`config.mk`:
```
export PLATFORM = sky130hd
export DESIGN_NAME = psx_pad_poll_master_unit_flat
export DESIGN_NICKNAME = d
export VERILOG_FILES = /design/src/ppm_pkg.sv /design/src/ppm_chan_if.sv /design/src/ppm_seq.sv /design/src/psx_pad_poll_master_unit.sv /design/src/flat_wrapper.sv
export SDC_FILE = /design/constraint.sdc
export NUM_CORES = 1
export LEC_CHECK = 0
export BUFFER_PORTS_ARGS = -buffer_cell sky130_fd_sc_hd__buf_4
export CAP_MARGIN = 40
export CORE_UTILIZATION = 25
export CTS_CLUSTER_DIAMETER = 200
export CTS_CLUSTER_SIZE = 14
export DETAILED_ROUTE_END_ITERATION = 8
export GPL_ROUTABILITY_DRIVEN = 0
export SLEW_MARGIN = 20
export SYNTH_ARGS = -nofsm -noshare
export SYNTH_HDL_FRONTEND = slang
export SYNTH_SLANG_ARGS = --single-unit
```
`constraint.sdc`:
```
create_clock -name clk -period 8.7 [get_ports clk]
set_clock_uncertainty 0.1 [all_clocks]
set_input_delay 0.87 -clock clk [delete_from_list [all_inputs] [get_ports clk]]
set_output_delay 0.87 -clock clk [all_outputs]
set_load 0.01 [all_outputs]
```
`src/ppm_pkg.sv`:
```
`timescale 1ns / 1ps
// ----------------------------------------------------------------------------
// ppm_pkg
// Shared types and constants for the pad poll master.
// ----------------------------------------------------------------------------
package ppm_pkg;

	localparam int CFG_IDX_W  = 2;
	localparam int CFG_DATA_W = 8;

	localparam logic [CFG_IDX_W-1:0] REG_HALF_PERIOD  = 2'd0;
	localparam logic [CFG_IDX_W-1:0] REG_SELECT_SETUP = 2'd1;

	localparam logic [CFG_DATA_W-1:0] TICKS_RESET = 8'd100;

	localparam logic [2:0] LAST_BYTE = 3'd4;
	localparam logic [2:0] TYPE_BYTE = 3'd1;
	localparam logic [2:0] LOW_BTN_BYTE = 3'd3;

	typedef struct packed {
		logic start_poll;
		logic data_level;
	} tick_item_t;

	typedef struct packed {
		logic        clock_level;
		logic        command_level;
		logic        attention_level;
		logic        busy_res;
		logic        poll_done;
		logic [15:0] button_word;
		logic [7:0]  pad_type;
	} report_item_t;

	function automatic logic [7:0] tx_byte(input logic [2:0] idx);
		logic [7:0] b;
		case (idx)
			3'd0:    b = 8'h01;
			3'd1:    b = 8'h42;
			default: b = 8'hFF;
		endcase
		return b;
	endfunction

endpackage

```
`src/ppm_chan_if.sv`:
```
`timescale 1ns / 1ps
// ----------------------------------------------------------------------------
// ppm_chan_if
// Valid/ready channel carrying one payload.
// ----------------------------------------------------------------------------
interface ppm_chan_if #(
	parameter type payload_t = logic
);
	logic     valid;
	logic     ready;
	payload_t payload;

	modport source (output valid, output payload, input ready);
	modport sink   (input valid, input payload, output ready);
endinterface

```
`src/ppm_seq.sv`:
```
`timescale 1ns / 1ps
// ----------------------------------------------------------------------------
// ppm_seq
// Tick sequencer: attention, per-byte setup, bit clocking, reply capture.
// ----------------------------------------------------------------------------
module ppm_seq (
	input  logic                  clk,
	input  logic                  arst_n,
	input  logic                  step,
	input  ppm_pkg::tick_item_t   tick,
	input  logic [7:0]            half_ticks,
	input  logic [7:0]            setup_ticks,
	output ppm_pkg::report_item_t res
);
	import ppm_pkg::*;

	typedef enum logic [1:0] {
		PH_IDLE,
		PH_SETUP,
		PH_CMD,
		PH_LOW
	} phase_t;

	phase_t      phase_q, phase_d;
	logic [2:0]  byte_q, byte_d;
	logic [2:0]  bit_q, bit_d;
	logic [7:0]  wait_q, wait_d;
	logic [7:0]  tx_q, tx_d;
	logic [7:0]  rx_q, rx_d;
	logic [7:0]  lowbtn_q, lowbtn_d;
	logic [15:0] btn_q, btn_d;
	logic [7:0]  type_q, type_d;
	logic        clk_q, clk_d;
	logic        cmd_q, cmd_d;
	logic        att_q, att_d;
	logic        done;
	logic [7:0]  wait_inc;
	logic [7:0]  limit;
	logic        over;
	logic [7:0]  rx_new;

	assign wait_inc = wait_q + 8'd1;
	assign limit    = (phase_q == PH_SETUP) ? setup_ticks : half_ticks;
	assign over     = (wait_inc >= limit) || (wait_inc == 8'd0);
	assign rx_new   = {tick.data_level, rx_q[7:1]};

	always_comb begin
		phase_d  = phase_q;
		byte_d   = byte_q;
		bit_d    = bit_q;
		wait_d   = wait_q;
		tx_d     = tx_q;
		rx_d     = rx_q;
		lowbtn_d = lowbtn_q;
		btn_d    = btn_q;
		type_d   = type_q;
		clk_d    = clk_q;
		cmd_d    = cmd_q;
		att_d    = att_q;
		done     = 1'b0;
		case (phase_q)
			PH_SETUP: begin
				wait_d = wait_inc;
				if (over) begin
					cmd_d   = tx_q[0];
					wait_d  = 8'd0;
					phase_d = PH_CMD;
				end
			end
			PH_CMD: begin
				wait_d = wait_inc;
				if (over) begin
					clk_d   = 1'b0;
					wait_d  = 8'd0;
					phase_d = PH_LOW;
				end
			end
			PH_LOW: begin
				wait_d = wait_inc;
				if (over) begin
					clk_d  = 1'b1;
					rx_d   = rx_new;
					tx_d   = {1'b0, tx_q[7:1]};
					wait_d = 8'd0;
					if (bit_q == 3'd7) begin
						bit_d = 3'd0;
						if (byte_q == TYPE_BYTE)
							type_d = rx_new;
						if (byte_q == LOW_BTN_BYTE)
							lowbtn_d = rx_new;
						if (byte_q >= LAST_BYTE) begin
							btn_d   = {rx_new, lowbtn_q};
							att_d   = 1'b1;
							cmd_d   = 1'b1;
							byte_d  = 3'd0;
							phase_d = PH_IDLE;
							done    = 1'b1;
						end else begin
							byte_d  = byte_q + 3'd1;
							tx_d    = tx_byte(byte_q + 3'd1);
							phase_d = PH_SETUP;
						end
					end else begin
						bit_d   = bit_q + 3'd1;
						cmd_d   = tx_q[1];
						phase_d = PH_CMD;
					end
				end
			end
			default: begin
				if (tick.start_poll) begin
					att_d   = 1'b0;
					byte_d  = 3'd0;
					bit_d   = 3'd0;
					wait_d  = 8'd0;
					tx_d    = tx_byte(3'd0);
					rx_d    = 8'd0;
					phase_d = PH_SETUP;
				end
			end
		endcase
	end

	always_comb begin
		res.clock_level     = clk_d;
		res.command_level   = cmd_d;
		res.attention_level = att_d;
		res.busy_res        = (phase_d != PH_IDLE);
		res.poll_done       = done;
		res.button_word     = btn_d;
		res.pad_type        = type_d;
	end

	always_ff @(posedge clk or negedge arst_n) begin
		if (!arst_n) begin
			phase_q  <= PH_IDLE;
			byte_q   <= 3'd0;
			bit_q    <= 3'd0;
			wait_q   <= 8'd0;
			tx_q     <= 8'd0;
			rx_q     <= 8'd0;
			lowbtn_q <= 8'hFF;
			btn_q    <= 16'hFFFF;
			type_q   <= 8'd0;
			clk_q    <= 1'b1;
			cmd_q    <= 1'b1;
			att_q    <= 1'b1;
		end else if (step) begin
			phase_q  <= phase_d;
			byte_q   <= byte_d;
			bit_q    <= bit_d;
			wait_q   <= wait_d;
			tx_q     <= tx_d;
			rx_q     <= rx_d;
			lowbtn_q <= lowbtn_d;
			btn_q    <= btn_d;
			type_q   <= type_d;
			clk_q    <= clk_d;
			cmd_q    <= cmd_d;
			att_q    <= att_d;
		end
	end

	a_att_busy: assert property (@(posedge clk) disable iff (!arst_n)
		att_q == (phase_q == PH_IDLE))
		else $error("attention out of step with phase");

	a_clk_low: assert property (@(posedge clk) disable iff (!arst_n)
		!clk_q |-> phase_q == PH_LOW)
		else $error("clock low outside low half period");

	a_byte_rng: assert property (@(posedge clk) disable iff (!arst_n)
		byte_q <= LAST_BYTE)
		else $error("byte index past last byte");

	a_bit_idle: assert property (@(posedge clk) disable iff (!arst_n)
		bit_q != 3'd0 |-> phase_q != PH_IDLE)
		else $error("bit index left set while idle");

endmodule

```
`src/psx_pad_poll_master_unit.sv`:
```
`timescale 1ns / 1ps
// ----------------------------------------------------------------------------
// psx_pad_poll_master_unit
// Pin-level poll master for a game-pad serial link.
//
// tick_ch: one request per timing tick (start_poll, sampled data_level).
// report_ch: one report per request with the pin drive levels, busy,
//   a one-tick poll_done, the last button word and the pad type byte.
// Config: cfg_we/cfg_index/cfg_data write half period and select setup
//   tick counts; both reset to 100.
// Timing: on acceptance the sequencer state and the report register (or,
//   if that is full and not taken, the skid entry) update together.
//   Throughput: one request per cycle while tick_ch.ready is high.
// A report register plus one skid entry sit on the report side, so one
//   further request is taken while a report waits; tick_ch.ready drops
//   only when both are full.
// Reset: pins idle high, sequencer idle, buttons all ones, type zero,
//   no report pending.
// ----------------------------------------------------------------------------
module psx_pad_poll_master_unit (
	input  logic                           clk,
	input  logic                           arst_n,
	input  logic                           cfg_we,
	input  logic [ppm_pkg::CFG_IDX_W-1:0]  cfg_index,
	input  logic [ppm_pkg::CFG_DATA_W-1:0] cfg_data,
	ppm_chan_if.sink                       tick_ch,
	ppm_chan_if.source                     report_ch
);
	import ppm_pkg::*;

	logic [CFG_DATA_W-1:0] half_q;
	logic [CFG_DATA_W-1:0] setup_q;
	logic                  accept;
	logic                  take;
	logic                  out_v_q;
	logic                  skid_v_q;
	report_item_t          res;
	report_item_t          out_q;
	report_item_t          skid_q;

	always_ff @(posedge clk or negedge arst_n) begin
		if (!arst_n) begin
			half_q  <= TICKS_RESET;
			setup_q <= TICKS_RESET;
		end else if (cfg_we) begin
			if (cfg_index == REG_HALF_PERIOD)
				half_q <= cfg_data;
			else if (cfg_index == REG_SELECT_SETUP)
				setup_q <= cfg_data;
		end
	end

	assign tick_ch.ready = !skid_v_q;
	assign accept        = tick_ch.valid && !skid_v_q;
	assign take          = out_v_q && report_ch.ready;

	ppm_seq u_seq (
		.clk         (clk),
		.arst_n      (arst_n),
		.step        (accept),
		.tick        (tick_ch.payload),
		.half_ticks  (half_q),
		.setup_ticks (setup_q),
		.res         (res)
	);

	always_ff @(posedge clk or negedge arst_n) begin
		if (!arst_n) begin
			out_v_q  <= 1'b0;
			skid_v_q <= 1'b0;
		end else if (accept) begin
			if (!out_v_q || take)
				out_v_q <= 1'b1;
			else
				skid_v_q <= 1'b1;
		end else if (take) begin
			if (skid_v_q)
				skid_v_q <= 1'b0;
			else
				out_v_q <= 1'b0;
		end
	end

	always_ff @(posedge clk) begin
		if (accept) begin
			if (!out_v_q || take)
				out_q <= res;
			else
				skid_q <= res;
		end else if (take && skid_v_q) begin
			out_q <= skid_q;
		end
	end

	assign report_ch.valid   = out_v_q;
	assign report_ch.payload = out_q;

	a_skid_out: assert property (@(posedge clk) disable iff (!arst_n)
		skid_v_q |-> out_v_q)
		else $error("skid entry held with report register empty");

	a_skid_fill: assert property (@(posedge clk) disable iff (!arst_n)
		$rose(skid_v_q) |-> $past(out_v_q && !report_ch.ready))
		else $error("skid filled while report register drained");

	a_skid_hold: assert property (@(posedge clk) disable iff (!arst_n)
		skid_v_q && !report_ch.ready |=> skid_v_q && out_v_q)
		else $error("pending report lost under stall");

endmodule
```
`src/flat_wrapper.sv`:
```
// flat-port wrapper written by rule: the top's interface ports become plain ports
module psx_pad_poll_master_unit_flat import ppm_pkg::*;
  (clk, arst_n, cfg_we, cfg_index, cfg_data, tick_ch_valid, tick_ch_payload, tick_ch_ready, report_ch_valid, report_ch_payload, report_ch_ready);
  ppm_chan_if tick_ch_i ();
  ppm_chan_if report_ch_i ();
  input  logic clk;
  input  logic arst_n;
  input  logic cfg_we;
  input  logic [ppm_pkg::CFG_IDX_W-1:0] cfg_index;
  input  logic [ppm_pkg::CFG_DATA_W-1:0] cfg_data;
  input wire logic [$bits(tick_ch_i.valid)-1:0] tick_ch_valid;
  input wire logic [$bits(tick_ch_i.payload)-1:0] tick_ch_payload;
  output wire logic [$bits(tick_ch_i.ready)-1:0] tick_ch_ready;
  output wire logic [$bits(report_ch_i.valid)-1:0] report_ch_valid;
  output wire logic [$bits(report_ch_i.payload)-1:0] report_ch_payload;
  input wire logic [$bits(report_ch_i.ready)-1:0] report_ch_ready;
  assign tick_ch_i.valid = tick_ch_valid;
  assign tick_ch_i.payload = tick_ch_payload;
  assign tick_ch_ready = tick_ch_i.ready;
  assign report_ch_valid = report_ch_i.valid;
  assign report_ch_payload = report_ch_i.payload;
  assign report_ch_i.ready = report_ch_ready;
  psx_pad_poll_master_unit u_core (.clk(clk), .arst_n(arst_n), .cfg_we(cfg_we), .cfg_index(cfg_index), .cfg_data(cfg_data), .tick_ch(tick_ch_i), .report_ch(report_ch_i));
endmodule
```
==> summary.md <==
| Metric | Value |
|---|---|
| Outcome | completed |
| Critical path launch point type | flop |
| RSZ-0062 raised after global routing | no |
| Class of the worst hold path | flop to flop |
| CP Data Required Time | 8790 ps |
| Hold_buf cts | 0 |
| WS Path Type | flop to flop |
| DRT iter0 DRCs | 63 |
| Vias per cell | 4.499 |
| Root Driver | clkbuf_8 |
| Peak Freq | 261.5 MHz |
| Synth warn | 0 |
| Reg clk slew, reported paths | 80 ps |
| Post-Synth Adder-Cell Area | 7.776% |
| Depth of the worst hold-timing path | 1 |
| Die Area | 10050 sq um |
| Clk sinks | 44 |
| DR WL/cell | 12.25 um |
| Buffers & Inverters on Critical Path | 1 |
| Slowest-stage cell, CP | o21ai_2 |
| Final design area excluding fillers | 2780 sq um |
| EDFF count, synth | 2 |
| Fin crit period | 3825 ps |
| DRT Wirelength | 4.399 mm |
| Initial core utilization | 26.00% |
| Antenna violations before repair | 0 |
| Max_cap viols | 0 |
| Final setup margin | 4875 ps |
| Mapped Cells | 206 |
| Sequential element share of the synthesized area | 46.35% |
| GRT overflow | 0 |
| Layout cells sized above 1 | 31.74% |
| Worst Setup End Kind | flop |
| WP data arrival | 3920 ps |
| Non-filler instance count after layout | 359 |
| Final setup viols | 0 |
| Most used DFF post-synth | dfrtp_1 |
| CP max stage delay | 700 ps |
| Via count | 1615 |
| Die Width | 100.3 um |
| Post-CTS setup buffers | 0 |
| Area Overhead vs Synth | 15.19% |
| Delay-heaviest family, CP | compound AO/OA/AOI/OAI gates |
| Clk buf depth | 2 |
| Num rows | 35 |
| Fin. Hold Viols | 0 |
| Worst slew pin tran | 793.0 ps |
| GRT Util Overall | 9.509% |
| DR pass1 iterations | 4 |
| Crit path cell chain | ha_1 -> inv_1 -> nor3_1 -> xor2_1 -> ha_1 -> a21o_1 -> a221oi_1 -> o21ai_1 -> o21ai_2 -> mux2_2 |
| Static leakage | 1.253 nW |
| Placed wire-length estimate | 3.170 mm |
| Worst slew margin | 47.13% |
| Synth Area in XOR/XNOR | 2.177% |
| Syn Std Cell Area | 2414 sq um |
| First-pass GRT wire length | 7.493 mm |
| Post-CTS sizing | 0 |
| Share of the synthesized area in the top cell type | 37.33% |
| Most common cell on crit path | ha_1 |
| Vias in the first global route | 1566 |
| Crit path depth | 10 |
| Power Density | 226.9 nW/um^2 |
| Clock buffer count from CTS | 5 |
| Placement Setup Slack | 4975 ps |
| Final hold slack | 407.7 ps |
| Reg2Reg Depth | 10 |
| Post-synthesis mux area share | 19.03% |
| Critical path fanouts, max | 12 |
| Clock latency on the worst-skew pair | 300 ps |
| Maximum VDD drop | 0.00007741 V |
| Ranking of synthesized cells by area | dfrtp_1 (37%), mux2_2 (11%), ha_1 (7.8%) |
| CTS H-tree depth | 2 |
| Fin Setup TNS | 0 ps |
| Largest family of logic cells by synthesized area | multiplexers |
| Number of nets in the layout | 260 |
| Tcrit/Tclk final | 43.96% |
| IO Pins | 19 |
| Post-synthesis simple-gate area fraction | 10.99% |
| Library cells used by synthesis | 53 |
| Core area | 9284 sq um |
| Antenna Cells | 0 |
| Die height | 100.3 um |
| Post-synth ARST share | 95.45% |
| Number of port buffers | 18 |
| Post-synth top area cell | dfrtp_1 |
| Syn avg cell area | 11.72 sq um |
| Largest net degree at the start of global routing | 43 |
| Synthesis-stage register bit count | 44 |
| Antenna Nets Post-Route | 0 |
| Complex-gate fraction of the synthesized area | 10.89% |
| Post-DP Area | 2695 sq um |
| DRC viols | 0 |
| Inst Count DP | 351 |
| CTS tree | yes |
| Mapped Nets | 237 |
| Max Slew Vio Count | 0 |
[cells in the final DEF (no fill, tap or decap), drive strengths merged, types with 7 or more instances in the layout]
cell type,synthesis,routed
dfrtp,36,36
mux2,31,31
nor2,8,8
mux2i,8,8
o21ai,12,12
ha,15,15
a21oi,7,7
inv,8,8
buf,1,21
nand2,14,14
clkbuf,4,7
[sequential cells by signal, summed over array words and instances, names as in the netlist, 2 cells and up]
register	count
u_core.u_seq.bit_q	3
u_core.u_seq.wait_q	8
u_core.setup_q	8
u_core.u_seq.rx_q	7
u_core.half_q	8
u_core.u_seq.byte_q	3
u_core.u_seq.phase_q	2
[through the flow]
step | util [%] | power [mW]
finish | 29.95 | 0.6307
global route | 29.95 | 0.6809
CTS | 29.95 | 0.6386
detailed placement | 29.03 | 0.5091
global placement | 28.95 | 0.5047
floorplan | - | 0.4515
[cells in the mapped netlist (all sizes together), types with 2 or more instances]
master   n
a211o    2
nor2b    3
xor2     4
o21ai   12
mux2i    8
a211oi   3
nor3     4
xnor2    2
nor2     8
and2     2
mux2    31
nand3    6
nand3b   2
inv      8
dfstp    6
o211ai   2
edfxtp   2
and3     3
a21o     3
nand2   14
clkbuf   4
a21oi    7
ha      15
dfrtp   36
[path summary, 6_finish.rpt]
kind                                        start                endpoint  slack, ps
max                        u_core.u_seq.wait_q[0]    u_core.u_seq.rx_q[2]       4880
min                             u_core.setup_q[0]       u_core.setup_q[0]        410
max reg2reg                u_core.u_seq.wait_q[0]    u_core.u_seq.rx_q[2]       4880
min reg2reg                     u_core.setup_q[0]       u_core.setup_q[0]        410
max in group asynchronous                  arst_n  u_core.u_seq.wait_q[4]       7670
min in group asynchronous                  arst_n  u_core.u_seq.wait_q[3]        450
[final cells by class]
type	count	area [sq um]
clock buffer	7	76.32
clock inverter	1	8.758
fill	986	6504
inverter	8	30.03
multi-input combinational	149	1227
sequential	44	1119
tap	129	161.4
timing repair buffer	21	157.7
[kinds of logic (layout without fill, tap and decap cells)]
group | Yosys count | after routing
xor+xnor | 6 | 6
fa+ha+maj | 15 | 15
simple gates | 51 | 51
buf+inv | 13 | 37
flops | 44 | 44
compound gates | 38 | 38
mux | 39 | 39
[power by group]
part / total (mW) / switching (mW) / internal, mW / leakage, nW
Combinational: 0.204 / 0.103 / 0.101 / 0.681
Clock: 0.127 / 0.0694 / 0.0574 / 0.0424
Sequential: 0.300 / 0.0431 / 0.257 / 0.530
Total: 0.631 / 0.215 / 0.415 / 1.25
[metal layers]
layer	wire [um]	part of all wire (%)	global-route usage, %	vias up
met5	0	0	0	-
met4	59	1.3	3.010	0
met3	183	4.2	2.577	7
met2	1814	41	13.96	35
met1	2341	53	13.51	784
li1	-	-	-	789
Note: power is estimated with default switching activity, not from simulation.
